File: src/rtl/core/rmt_pkg.sv
package rmt_pkg;

    // Defaults for the top-level parameters
    localparam int MUTEX_COUNT_DEF = 32;
    localparam int COUNT_BITS_DEF  = 16;
    localparam int PID_BITS_DEF    = 16;

    // Word field widths
    localparam int KIND_W = 3;
    localparam int ID_W   = 5;
    localparam int REQ_W  = 16;
    localparam int STAT_W = 3;
    localparam int IN_W   = KIND_W + ID_W + REQ_W;   // 24, already whole bytes
    localparam int OUT_W  = 16;                      // status, id, wake, padded

    // Request kinds
    localparam logic [KIND_W-1:0] KIND_CREATE  = 3'd0;
    localparam logic [KIND_W-1:0] KIND_DESTROY = 3'd1;
    localparam logic [KIND_W-1:0] KIND_LOCK    = 3'd2;
    localparam logic [KIND_W-1:0] KIND_TRYLOCK = 3'd3;
    localparam logic [KIND_W-1:0] KIND_UNLOCK  = 3'd4;
    localparam logic [KIND_W-1:0] KIND_RELEASE = 3'd5;

    // Result status codes
    localparam logic [STAT_W-1:0] ST_OK      = 3'd0;
    localparam logic [STAT_W-1:0] ST_INVALID = 3'd1;
    localparam logic [STAT_W-1:0] ST_BUSY    = 3'd2;
    localparam logic [STAT_W-1:0] ST_WAIT    = 3'd3;
    localparam logic [STAT_W-1:0] ST_PERM    = 3'd4;
    localparam logic [STAT_W-1:0] ST_FULL    = 3'd5;

    // Controller to datapath
    typedef struct packed {
        logic load;        // capture request, start entry read
        logic exec;        // apply single-entry op, emit its result
        logic walk_step;   // advance release walk, read next entry
        logic walk_touch;  // decrement walked entry, emit step result
        logic emit_final;  // emit closing result of a release
    } t_cmd;

    // Datapath to controller
    typedef struct packed {
        logic in_release;  // incoming word is a release request
        logic touched;     // walked entry is held by the requester
        logic walk_end;    // walk sits on the last entry
        logic out_free;    // output register can take a word this cycle
    } t_sts;

endpackage

File: src/rtl/core/rmt_ctrl.sv
module rmt_ctrl (
    input  logic          i_clk,
    input  logic          i_rst_n,
    input  logic          i_in_valid,
    output logic          o_in_ready,
    input  rmt_pkg::t_sts i_sts,
    output rmt_pkg::t_cmd o_cmd
);
    import rmt_pkg::*;

    localparam logic [1:0] S_IDLE  = 2'd0;
    localparam logic [1:0] S_EXEC  = 2'd1;
    localparam logic [1:0] S_WALK  = 2'd2;
    localparam logic [1:0] S_FINAL = 2'd3;

    logic [1:0] r_state;
    logic [1:0] n_state;

    always_comb begin
        n_state    = r_state;
        o_cmd      = '0;
        o_in_ready = 1'b0;
        case (r_state)
            S_IDLE: begin
                o_in_ready = 1'b1;
                if (i_in_valid) begin
                    o_cmd.load = 1'b1;
                    n_state    = i_sts.in_release ? S_WALK : S_EXEC;
                end
            end
            S_EXEC: begin
                if (i_sts.out_free) begin
                    o_cmd.exec = 1'b1;
                    n_state    = S_IDLE;
                end
            end
            S_WALK: begin
                // a held entry needs an output slot before the walk moves on
                if (!i_sts.touched || i_sts.out_free) begin
                    o_cmd.walk_touch = i_sts.touched;
                    o_cmd.walk_step  = 1'b1;
                    if (i_sts.walk_end) begin
                        n_state = S_FINAL;
                    end
                end
            end
            S_FINAL: begin
                if (i_sts.out_free) begin
                    o_cmd.emit_final = 1'b1;
                    n_state          = S_IDLE;
                end
            end
            default: begin
                n_state = S_IDLE;
            end
        endcase
    end

    always_ff @(posedge i_clk) begin
        if (!i_rst_n) begin
            r_state <= S_IDLE;
        end else begin
            r_state <= n_state;
        end
    end

    a_one_action: assert property (@(posedge i_clk) disable iff (!i_rst_n)
        $onehot0({o_cmd.load, o_cmd.exec, o_cmd.walk_touch, o_cmd.emit_final}))
        else $error("more than one datapath action in a cycle");

    a_emit_needs_slot: assert property (@(posedge i_clk) disable iff (!i_rst_n)
        (o_cmd.exec || o_cmd.walk_touch || o_cmd.emit_final) |-> i_sts.out_free)
        else $error("result emitted into a busy output register");

    a_final_after_walk: assert property (@(posedge i_clk) disable iff (!i_rst_n)
        $rose(r_state == S_FINAL) |-> $past(r_state) == S_WALK)
        else $error("closing release result without a walk");

endmodule

File: src/rtl/core/rmt_datapath.sv
module rmt_datapath #(
    parameter int MUTEX_COUNT = rmt_pkg::MUTEX_COUNT_DEF,
    parameter int COUNT_BITS  = rmt_pkg::COUNT_BITS_DEF,
    parameter int PID_BITS    = rmt_pkg::PID_BITS_DEF
) (
    input  logic                       i_clk,
    input  logic                       i_rst_n,
    input  logic [rmt_pkg::IN_W-1:0]   i_in_data,
    input  rmt_pkg::t_cmd              i_cmd,
    output rmt_pkg::t_sts              o_sts,
    output logic                       o_out_valid,
    input  logic                       i_out_ready,
    output logic [rmt_pkg::OUT_W-1:0]  o_out_data,
    output logic                       o_out_last
);
    import rmt_pkg::*;

    localparam int IDX_W = $clog2(MUTEX_COUNT);
    localparam int NF_W  = $clog2(MUTEX_COUNT + 1);
    localparam int ENT_W = 1 + COUNT_BITS + PID_BITS;
    localparam logic [COUNT_BITS-1:0] COUNT_MAX = '1;
    localparam logic [COUNT_BITS-1:0] COUNT_ONE = COUNT_BITS'(1);
    localparam logic [IDX_W-1:0]      LAST_IDX  = IDX_W'(MUTEX_COUNT - 1);
    localparam logic [NF_W-1:0]       NF_FULL   = NF_W'(MUTEX_COUNT);
    localparam logic [NF_W-1:0]       NF_RESET  = NF_W'(1);

    // entry word: {valid, count, holder}
    logic [ENT_W-1:0]      r_mem [MUTEX_COUNT];
    logic [ENT_W-1:0]      r_rd;
    logic [KIND_W-1:0]     r_kind;
    logic [ID_W-1:0]       r_id;
    logic [PID_BITS-1:0]   r_req;
    logic [IDX_W-1:0]      r_idx;
    logic [NF_W-1:0]       r_next;
    logic                  r_out_valid;
    logic [STAT_W-1:0]     r_out_st;
    logic [ID_W-1:0]       r_out_id;
    logic                  r_out_wake;
    logic                  r_out_last;

    logic [KIND_W-1:0]     in_kind;
    logic [31:0]           in_id_ext;
    logic [31:0]           in_req_ext;
    logic [31:0]           id_ext;
    logic [31:0]           idx_ext;
    logic [31:0]           next_ext;
    logic [IDX_W-1:0]      id_addr;
    logic                  rd_valid;
    logic [COUNT_BITS-1:0] rd_cnt;
    logic [PID_BITS-1:0]   rd_hold;
    logic                  ok_id;
    logic                  idx_live;

    logic                  rd_en;
    logic [IDX_W-1:0]      rd_addr;
    logic                  mem_we;
    logic [IDX_W-1:0]      wr_addr;
    logic [ENT_W-1:0]      wr_data;

    logic [STAT_W-1:0]     ex_st;
    logic [ID_W-1:0]       ex_id;
    logic                  ex_wake;
    logic                  ex_wr;
    logic [IDX_W-1:0]      ex_addr;
    logic [ENT_W-1:0]      ex_data;
    logic                  ex_inc;

    assign in_kind    = i_in_data[KIND_W-1:0];
    assign in_id_ext  = {{(32-ID_W){1'b0}}, i_in_data[KIND_W +: ID_W]};
    assign in_req_ext = {{(32-REQ_W){1'b0}}, i_in_data[KIND_W+ID_W +: REQ_W]};
    assign id_ext     = {{(32-ID_W){1'b0}}, r_id};
    assign idx_ext    = 32'(r_idx);
    assign next_ext   = 32'(r_next);
    assign id_addr    = id_ext[IDX_W-1:0];

    assign rd_valid = r_rd[ENT_W-1];
    assign rd_cnt   = r_rd[PID_BITS +: COUNT_BITS];
    assign rd_hold  = r_rd[PID_BITS-1:0];

    // entry zero and entries at or above the fill count were never created:
    // both read as invalid
    assign ok_id    = (id_ext != 32'd0) && (id_ext < next_ext) && rd_valid;
    assign idx_live = (idx_ext != 32'd0) && (idx_ext < next_ext) && rd_valid;

    always_comb begin
        rd_en   = 1'b0;
        rd_addr = r_idx + 1'b1;
        if (i_cmd.load) begin
            rd_en   = 1'b1;
            rd_addr = (in_kind == KIND_RELEASE) ? '0 : in_id_ext[IDX_W-1:0];
        end else if (i_cmd.walk_step && (r_idx != LAST_IDX)) begin
            rd_en = 1'b1;
        end
    end

    // single-entry ops
    always_comb begin
        ex_st   = ST_OK;
        ex_id   = '0;
        ex_wake = 1'b0;
        ex_wr   = 1'b0;
        ex_addr = id_addr;
        ex_data = r_rd;
        ex_inc  = 1'b0;
        case (r_kind)
            KIND_CREATE: begin
                if (r_next == NF_FULL) begin
                    ex_st = ST_FULL;
                end else begin
                    ex_wr   = 1'b1;
                    ex_addr = r_next[IDX_W-1:0];
                    ex_data = {1'b1, {COUNT_BITS{1'b0}}, {PID_BITS{1'b0}}};
                    ex_id   = next_ext[ID_W-1:0];
                    ex_inc  = 1'b1;
                end
            end
            KIND_DESTROY: begin
                if (!ok_id) begin
                    ex_st = ST_INVALID;
                end else if (rd_cnt != '0) begin
                    ex_st = ST_BUSY;
                end else begin
                    ex_wr   = 1'b1;
                    ex_data = {1'b0, rd_cnt, {PID_BITS{1'b0}}};
                end
            end
            KIND_LOCK, KIND_TRYLOCK: begin
                if (!ok_id) begin
                    ex_st = ST_INVALID;
                end else if ((rd_cnt != '0) && (rd_hold != r_req)) begin
                    ex_st = (r_kind == KIND_LOCK) ? ST_WAIT : ST_BUSY;
                end else if (rd_cnt == COUNT_MAX) begin
                    ex_st = ST_BUSY;
                end else begin
                    ex_wr   = 1'b1;
                    ex_data = {1'b1, rd_cnt + COUNT_ONE, r_req};
                end
            end
            KIND_UNLOCK: begin
                if (!ok_id) begin
                    ex_st = ST_INVALID;
                end else if (rd_cnt == '0) begin
                    ex_st = ST_OK;
                end else if (rd_hold != r_req) begin
                    ex_st = ST_PERM;
                end else begin
                    ex_wr   = 1'b1;
                    ex_data = {1'b1, rd_cnt - COUNT_ONE, rd_hold};
                    ex_wake = (rd_cnt == COUNT_ONE);
                end
            end
            default: begin
                ex_st = ST_INVALID;
            end
        endcase
    end

    always_comb begin
        if (i_cmd.walk_touch) begin
            mem_we  = 1'b1;
            wr_addr = r_idx;
            wr_data = {1'b1, rd_cnt - COUNT_ONE, rd_hold};
        end else begin
            mem_we  = i_cmd.exec && ex_wr;
            wr_addr = ex_addr;
            wr_data = ex_data;
        end
    end

    always_ff @(posedge i_clk) begin
        if (mem_we) begin
            r_mem[wr_addr] <= wr_data;
        end
        if (rd_en) begin
            r_rd <= r_mem[rd_addr];
        end
    end

    // request capture
    always_ff @(posedge i_clk) begin
        if (i_cmd.load) begin
            r_kind <= in_kind;
            r_id   <= i_in_data[KIND_W +: ID_W];
            r_req  <= in_req_ext[PID_BITS-1:0];
        end
    end

    always_ff @(posedge i_clk) begin
        if (!i_rst_n) begin
            r_idx  <= '0;
            r_next <= NF_RESET;
        end else begin
            if (i_cmd.load) begin
                r_idx <= '0;
            end else if (i_cmd.walk_step) begin
                r_idx <= (r_idx == LAST_IDX) ? '0 : r_idx + 1'b1;
            end
            if (i_cmd.exec && ex_inc) begin
                r_next <= r_next + 1'b1;
            end
        end
    end

    // output register
    always_ff @(posedge i_clk) begin
        if (!i_rst_n) begin
            r_out_valid <= 1'b0;
        end else if (i_cmd.exec || i_cmd.walk_touch || i_cmd.emit_final) begin
            r_out_valid <= 1'b1;
        end else if (i_out_ready) begin
            r_out_valid <= 1'b0;
        end
    end

    always_ff @(posedge i_clk) begin
        if (i_cmd.exec) begin
            r_out_st   <= ex_st;
            r_out_id   <= ex_id;
            r_out_wake <= ex_wake;
            r_out_last <= 1'b1;
        end else if (i_cmd.walk_touch) begin
            r_out_st   <= ST_OK;
            r_out_id   <= idx_ext[ID_W-1:0];
            r_out_wake <= (rd_cnt == COUNT_ONE);
            r_out_last <= 1'b0;
        end else if (i_cmd.emit_final) begin
            r_out_st   <= ST_OK;
            r_out_id   <= '0;
            r_out_wake <= 1'b0;
            r_out_last <= 1'b1;
        end
    end

    assign o_out_valid = r_out_valid;
    assign o_out_last  = r_out_last;
    assign o_out_data  = {{(OUT_W-STAT_W-ID_W-1){1'b0}}, r_out_wake, r_out_id, r_out_st};

    assign o_sts.in_release = (in_kind == KIND_RELEASE);
    assign o_sts.touched    = idx_live && (rd_cnt != '0) && (rd_hold == r_req);
    assign o_sts.walk_end   = (r_idx == LAST_IDX);
    assign o_sts.out_free   = !r_out_valid || i_out_ready;

    a_fill_range: assert property (@(posedge i_clk) disable iff (!i_rst_n)
        (r_next != '0) && (r_next <= NF_FULL))
        else $error("fill count out of range");

    a_create_bumps: assert property (@(posedge i_clk) disable iff (!i_rst_n)
        (i_cmd.exec && (r_kind == KIND_CREATE) && (r_next != NF_FULL))
        |=> r_next == $past(r_next) + 1'b1)
        else $error("successful create did not advance the id");

    a_step_ok: assert property (@(posedge i_clk) disable iff (!i_rst_n)
        (r_out_valid && !r_out_last) |-> (r_out_st == ST_OK))
        else $error("release step result with a failing status");

endmodule

File: src/rtl/core/recursive_mutex_table_core.sv
// Recursive mutex table.
// Input stream (s_axis): one request word per handshake; tdata holds kind,
// mutex id and requester. Output stream (m_axis): result words; tdata holds
// status, result id and wake, tlast marks the final word of a request.
// Create, destroy, lock, trylock and unlock give exactly one word. Release
// gives one word per entry it decremented, in rising id order, then a
// closing word with tlast set.
// Timing: a single-entry request is accepted with its entry read, then
// read-modify-written; the result is on m_axis the cycle after. Release
// walks all MUTEX_COUNT entries, one per cycle unless a step result waits on
// m_axis; the next entry is read while the current one is written back. One
// request is worked at a time; s_axis_tready is high only between requests.
// The output register decouples the sides: a new request is taken while a
// result still waits, and when m_axis stalls the block holds its next result
// and waits. Reset empties the table and restarts ids at one; no clearing
// pass is run, entry zero and ids at or above the fill mark read as absent.
module recursive_mutex_table_core #(
    parameter int MUTEX_COUNT = rmt_pkg::MUTEX_COUNT_DEF,
    parameter int COUNT_BITS  = rmt_pkg::COUNT_BITS_DEF,
    parameter int PID_BITS    = rmt_pkg::PID_BITS_DEF
) (
    input  logic                      i_clk,
    input  logic                      i_rst_n,
    input  logic                      i_s_axis_tvalid,
    output logic                      o_s_axis_tready,
    // [2:0] kind, [7:3] mutex_id, [23:8] requester
    input  logic [rmt_pkg::IN_W-1:0]  i_s_axis_tdata,
    output logic                      o_m_axis_tvalid,
    input  logic                      i_m_axis_tready,
    // [2:0] status, [7:3] result_id, [8] wake, [15:9] zero
    output logic [rmt_pkg::OUT_W-1:0] o_m_axis_tdata,
    output logic                      o_m_axis_tlast
);
    import rmt_pkg::*;

    t_cmd cmd;
    t_sts sts;

    // sequencing: idle / execute / walk / closing word
    rmt_ctrl u_ctrl (
        .i_clk      (i_clk),
        .i_rst_n    (i_rst_n),
        .i_in_valid (i_s_axis_tvalid),
        .o_in_ready (o_s_axis_tready),
        .i_sts      (sts),
        .o_cmd      (cmd)
    );

    // entry memory, id fill count, walk index, output register
    rmt_datapath #(
        .MUTEX_COUNT (MUTEX_COUNT),
        .COUNT_BITS  (COUNT_BITS),
        .PID_BITS    (PID_BITS)
    ) u_datapath (
        .i_clk       (i_clk),
        .i_rst_n     (i_rst_n),
        .i_in_data   (i_s_axis_tdata),
        .i_cmd       (cmd),
        .o_sts       (sts),
        .o_out_valid (o_m_axis_tvalid),
        .i_out_ready (i_m_axis_tready),
        .o_out_data  (o_m_axis_tdata),
        .o_out_last  (o_m_axis_tlast)
    );

endmodule
File: config.mk
export PLATFORM = sky130hd
export DESIGN_NAME = recursive_mutex_table_core
export DESIGN_NICKNAME = d
export VERILOG_FILES = /design/src/rtl/core/rmt_pkg.sv /design/src/rtl/core/rmt_ctrl.sv /design/src/rtl/core/rmt_datapath.sv /design/src/rtl/core/recursive_mutex_table_core.sv
export SDC_FILE = /design/constraint.sdc
export NUM_CORES = 2
export LEC_CHECK = 0
export ABC_AREA = 1
export ABC_CLOCK_PERIOD_IN_PS = 3580
export BUFFER_PORTS_ARGS = -buffer_cell sky130_fd_sc_hd__buf_2
export CAP_MARGIN = 10
export CORE_UTILIZATION = 45
export DETAILED_ROUTE_END_ITERATION = 10
export SLEW_MARGIN = 5
export SYNTH_ARGS = -nofsm -noshare
export SYNTH_HDL_FRONTEND = slang
export SYNTH_SLANG_ARGS = --single-unit
File: constraint.sdc
create_clock -name i_clk -period 3.58 [get_ports i_clk]
set_clock_uncertainty 0.2 [all_clocks]
set_input_delay 0 -clock i_clk [delete_from_list [all_inputs] [get_ports i_clk]]
set_output_delay 0 -clock i_clk [all_outputs]
set_load 0.02 [all_outputs]
; Word-level counts from Yosys, hierarchy flattened
; Memories as Yosys holds them, arrays and structs flattened. A register that Yosys moved wholly into a read port is not among the register bits.
; Index checks and enable logic that the tools add are counted.
[word_totals]
reg_bits = 48
mem_bits_rw = 1056
inputBits = 28
out_inout_bits = 19
elab_cells = 144
mem_count = 1
[mem_list]
columns = name, words, width, rd, rd_clocked_by_memory_dff, write_ports, line
row1 = u_datapath.r_mem, 32, 33, 1, 1, 1, rmt_datapath.sv:28  ; logic [ENT_W-1:0] r_mem [MUTEX_COUNT];
[classes]
addsub = 4
magnitude_cmp = 2
eq_ne = 19
n_mux = 77
bitwise_logic = 1
n_reduce_logical = 29
[ops]
columns = op, n
row1 = $mux 33, 10
row2 = $pmux 33 s4, 1
row3 = $reduce_bool 32->1, 2
row4 = $mux 5, 11
row5 = $mux 1, 33
row6 = $mux 3, 10
row7 = $mux 2, 9
row8 = $add 16x1->16 const B, 1
row9 = $eq 16x1->1 const B, 1
row10 = $eq 16x16->1, 1
row11 = $eq 16x16->1 const B, 1
row12 = $logic_not 16->1, 1
row13 = $ne 16x16->1, 1
row14 = $reduce_bool 16->1, 1
row15 = $sub 16x1->16 const B, 1
row16 = $lt 5x6->1, 2
row17 = $pmux 3 s4, 1
row18 = $logic_and 1x1->1, 10
row19 = $add 6x1->6 const B, 1
row20 = $eq 3x2->1 const B, 2
row21 = $eq 3x3->1 const B, 2
row22 = $eq 6x6->1 const B, 1
row23 = $pmux 2 s3, 1
row24 = $reduce_or 2->1, 3
row25 = other kinds (17), 25

; Depth between registers and ports, before layout
[depth]
word_depth = 12
depth_mapped = 18
depth_no_buf = 18

; Hierarchy
; From an unflattened synthesis, not the netlist that was laid out.
[hier_totals]
cells_unflattened = 4195
area_unflattened_um2 = 49103.3
[modules_own_cells]
columns = module, n_inst, cells_each, area_each_um2, seq_area_each_um2
row1 = rmt_datapath, 1, 4163, 48933.2, 33952.6
row2 = rmt_ctrl, 1, 32, 170.2, 40.0

; Worst setup path after synthesis
; No wires, ideal clock.
[synth_timing]
path_type = reg-to-reg
from = reg u_datapath.r_rd[17], read port of u_datapath.r_mem
to = mem u_datapath.r_mem[19][0] in the netlist's numbering, enable pin
setup_ns = 0.423
arrival_ns = 3.327
required_time_ns = 2.957
path_slack_ns = -0.370
path_stages_with_launch = 16
path_buffers = 1
synth_period_minus_slack_ns = 3.950
cell_sequence = edfxtp_1 -> inv_1 -> ha_1 -> nand2_1 -> nor2_1 -> nand2_1 -> inv_2 -> nor2_1 -> nand4_1 -> buf_4 -> nand2_1 -> nand2_1 -> nand2_1 -> nor2_1 -> nand2_1 -> nor2_1
[synth_via]
elab_chain_len = 10
elab_cells_between_ends = 23
classes_between = eq/ne (1) / mux (14) / reduce/logical (8)
[synth_rtl]
columns = element, line
row1 = "start, declared", rmt_datapath.sv:29  ; logic [ENT_W-1:0] r_rd;
row2 = "parallel branches: the longest is 10 deep, another holds $eq 16x16->1", --
row3 = "end, declared", rmt_datapath.sv:28
; Parallel ways; which one is timed is not known.

; Final worst setup path
[layout_timing]
from = reg u_datapath.r_idx[1]
to = reg u_datapath.r_rd[16], read port of u_datapath.r_mem (data pin)
[layout_via]
elab_chain_len = 12
elab_cells_between_ends = 16
classes_between = add/sub (1) / order compare (1) / eq/ne (1) / mux (5) / reduce/logical (8)
[layout_rtl]
columns = element, line
row1 = "start, declared", rmt_datapath.sv:33  ; logic [IDX_W-1:0] r_idx;
row2 = "start signal, assigned", rmt_datapath.sv:196  ; r_idx <= (r_idx == LAST_IDX) ? '0 : r_idx + 1'b1;
row3 = $lt 5x6->1 / $reduce_bool 32->1 (equally long branches), rmt_datapath.sv:83  ; assign idx_live = (idx_ext != 32'd0) && (idx_ext < next_ext) && rd_valid;
row4 = $logic_and 1x1->1 (2 in a row), rmt_datapath.sv:83
row5 = $logic_and 1x1->1 (2 in a row), rmt_datapath.sv:239  ; assign o_sts.touched = idx_live && (rd_cnt != '0) && (rd_hold == r_req);
row6 = $logic_not 1->1, rmt_ctrl.sv:39  ; if (!i_sts.touched || i_sts.out_free) begin
row7 = $logic_or 1x1->1, rmt_ctrl.sv:39
row8 = $mux 2, rmt_ctrl.sv:39
row9 = $mux 2, rmt_ctrl.sv:23  ; case (r_state)
row10 = $logic_and 1x1->1, rmt_datapath.sv:91  ; end else if (i_cmd.walk_step && (r_idx != LAST_IDX)) begin
row11 = $mux 1, rmt_datapath.sv:91
row12 = $mux 1, rmt_datapath.sv:88  ; if (i_cmd.load) begin
; Parallel ways exist; a longest one is shown, timed or not.
; A chain may end at the register's enable or synchronous reset.

==> metrics.txt <==
run status=complete, no violations; routed len/inst=23.9 µm; Clock Path Buffers=3; Final ANT Viol Nets=0; slowest CP cell=a22oi_2; vias in the first global route=31200; Max Freq=0.297 GHz; worst r2r src=u_datapath.r_idx[1]; fin crit share=94.1%; slowest stage delay, CP=0.72 ns; Cells after Synth=4116; leading area contributor after synthesis=edfxtp_1; Setup Viol. Count Final=0; number of synthesized flops with an enable pin=1122; CP dominant cell by count=nand2_1; Layout area overhead=16.6%; reg2reg path depth=11; P per Cell Area=745 mW/mm²; unrepaired setup endpoints after global routing=no; CP Max Fanout=27; Hold WS=0.0535 ns; Synth top area share=69.3%; max-slew violations=0; arrival time at the worst endpoint=3.74 ns; nets@finish=4347; non-filler cells, final=5801; Final Hold Fails=0; peak supply drop=435 µV; Reg area=0.0340 mm²; LEAKAGE=19.7 nW; CP Launch Type=flip-flop; layout cells sized above 1=12.2%; DRT Pass-1 Iters=6; placed cell areas=0.0525 mm²; fraction of registers with async set/reset=0%; worst hold path class=in2reg; WL met1=60.1 mm; First DRT Iteration DRCs=3634; Netlist cell types=46; postcts setup bufs=0; WP data required=3.95 ns; internal reg-to-reg setup slack=0.21 ns; DP Worst Slack=0.126 ns; footprint of the multi-input gates=0.0131 mm²; die footprint=0.109 mm²; Placed Cells=5536; max-cap viol count=0; CTS tree=built; via count=32900; Syn. warnings=0; Tmin final=3.37 ns; Worst Hold End=u_ctrl.r_state[1]; gr usage total=25.3%; met2 routed WL=64.5 mm; Syn Area/Cell=11.8 µm²; Setup CP Type=reg2reg; Final HPWL DP=82.3 mm; worst-skew pair later-pin latency=0.73 ns; CTS Root Cell=clkbuf_16; DR DRC count=0; # IOs=47; Slew @ Worst Pin=0.868 ns; most frequent cells in the layout=edfxtp_1 (1122), nor2_1 (617), nand3_1 (472); cell area after synthesis=0.0486 mm²; largest net degree at the start of global routing=94; slew margin rel.=42.1%; CTS H-tree depth=3; vias per inst=5.68; Die H=331 µm; Hold Startpoint=i_s_axis_tvalid; Synth area leaders=edfxtp_1 (69%), nor2_1 (5.0%), nand3_1 (4.9%); Routed WL=138 mm; Clk pin slew, worst setup/hold paths=0.06 ns; antenna cells=0; Die X=331 µm; RR Endpoint=u_datapath.r_rd[16]; initial antenna violation count=3; DR top layer=met5; clock sink count=1137; Starting Density=45.4%; commonest non-fill, non-tap cell in the layout=edfxtp_1; Num CTS Buffers=115; Critical Path Sink Type=flip-flop; Placer Congestion=0.920; area of the core=0.107 mm²; global-route wire length before repair=204 mm; Layout fillers=9006; placement row count=120; flops & latches, synth=1137; ys flop type=edfxtp_1; CP Cell Sequence=ha_1 -> xor2_1 -> a22oi_2 -> inv_6 -> buf_12 -> buf_12 -> nand3_1 -> nand3_1 -> nand2_1 -> nand2_1 -> nand2_1; Port Buf Inserts=39; worst setup margin=0.212 ns; gr ovfl total=0; metal3 WL=10.0 mm; post-route cell area=0.0567 mm²; post-synthesis sequential area ratio=69.9%; Min-Delay Path Depth=6
==> report_power, final <==
group / leakage [nW] / internal (mW) / total [mW] / switching [mW]
logic: 7.64 / 3.89 / 13.5 / 9.57
registers: 10.3 / 17.0 / 17.2 / 0.287
clock network: 1.74 / 6.43 / 11.5 / 5.06
total: 19.7 / 27.3 / 42.2 / 14.9
==> area by class of cell <==
class / count / share of cell area (%)
flip-flops and latches: 1137 / 60.0
well taps: 1403 / 3.10
clock inverters: 74 / 1.03
inverters: 159 / 1.08
multi-input cells: 2571 / 23.2
clock buffers: 138 / 5.27
repair buffers: 319 / 6.35
==> layer usage <==
layer | up-vias | GRT usage, %
met2 | 1339 | 40.2
met1 | 16300 | 36.0
met4 | 2 | 7.64
li1 | 15100 | -
met3 | 231 | 3.66
met5 | - | 0
==> cell families after synthesis <==
family                   Yosys count  share of synthesized area (%)
buffers and inverters            414                           3.68
adder cells (fa/ha/maj)           16                          0.412
AND/OR/NAND/NOR                 1902                           17.7
XOR/XNOR                          18                          0.324
AO/OA/AOI/OAI                    628                           7.96
other                              1                        0.00772
flip-flops                      1137                           69.9
==> synth_stat cells, drive strengths merged (2+ instances only) <==
cell type  count
a21oi         31
a22oi          4
buf          157
clkbuf        98
dfxtp         15
edfxtp      1122
ha            16
inv          159
nand2        464
nand3        474
nand3b         5
nand4         16
nor2         659
nor3          13
nor4           3
o211ai       272
o21a           2
o21ai        305
o22ai         11
or2          266
xnor2          3
xor2          15
==> worst max-delay path, delay by kind of cell, from the launching register on <==
| kind | cells | cell delay (ns) |
|---|---|---|
| AND/OR/NAND/NOR | 5 | 0.72 |
| XOR/XNOR | 1 | 0.12 |
| AO/OA/AOI/OAI | 1 | 0.72 |
| flip-flops | 1 | 0.45 |
| buffers and inverters | 3 | 0.72 |
| adder cells (fa/ha/maj) | 1 | 0.22 |
==> repair_timing <==
item | CTS | global route
hold endpoints to repair | 101 | 0
hold buffers | 53 | 0
setup endpoints to repair | 0 | 91
gates resized for setup | 0 | 3
==> sequential cells by signal, summed over array words and instances (netlist names) <==
name and cells:
u_datapath.r_next 6, u_datapath.r_rd 33, u_datapath.r_req 16, u_datapath.r_out_id 5, u_ctrl.r_state 2, u_datapath.o_out_last 1, u_datapath.r_idx 5, u_datapath.r_mem 1056
u_datapath.r_out_st 3, u_datapath.id_addr 5, u_datapath.r_kind 3, u_datapath.o_out_valid 1, u_datapath.r_out_wake 1
==> per-stage QoR <==
stage	utilization [%]	setup TNS, ns	power [mW]
2_1_floorplan	-	-392.06	25.3
3_3_place_gp	49.1	0	30.7
3_5_place_dp	49.1	0	30.8
4_1_cts	52.9	0	42.3
5_1_grt	52.9	0	44.0
6_report	52.9	0	42.2
==> worst max path at each step <==
stage                        startpoint                        to  depth (start not counted)
floorplan           u_datapath.r_rd[17]   u_datapath.r_mem[19][0]                         15
global placement    u_datapath.r_rd[21]   u_datapath.r_mem[9][12]                         11
detailed placement  u_datapath.r_rd[21]  u_datapath.r_mem[12][12]                         11
CTS                 u_datapath.r_rd[21]  u_datapath.r_mem[13][12]                         11
global route         u_datapath.r_rd[5]   u_datapath.r_mem[12][5]                         15
finish              u_datapath.r_idx[1]       u_datapath.r_rd[16]                         11
No activity file was read; power rests on OpenSTA's default activity.
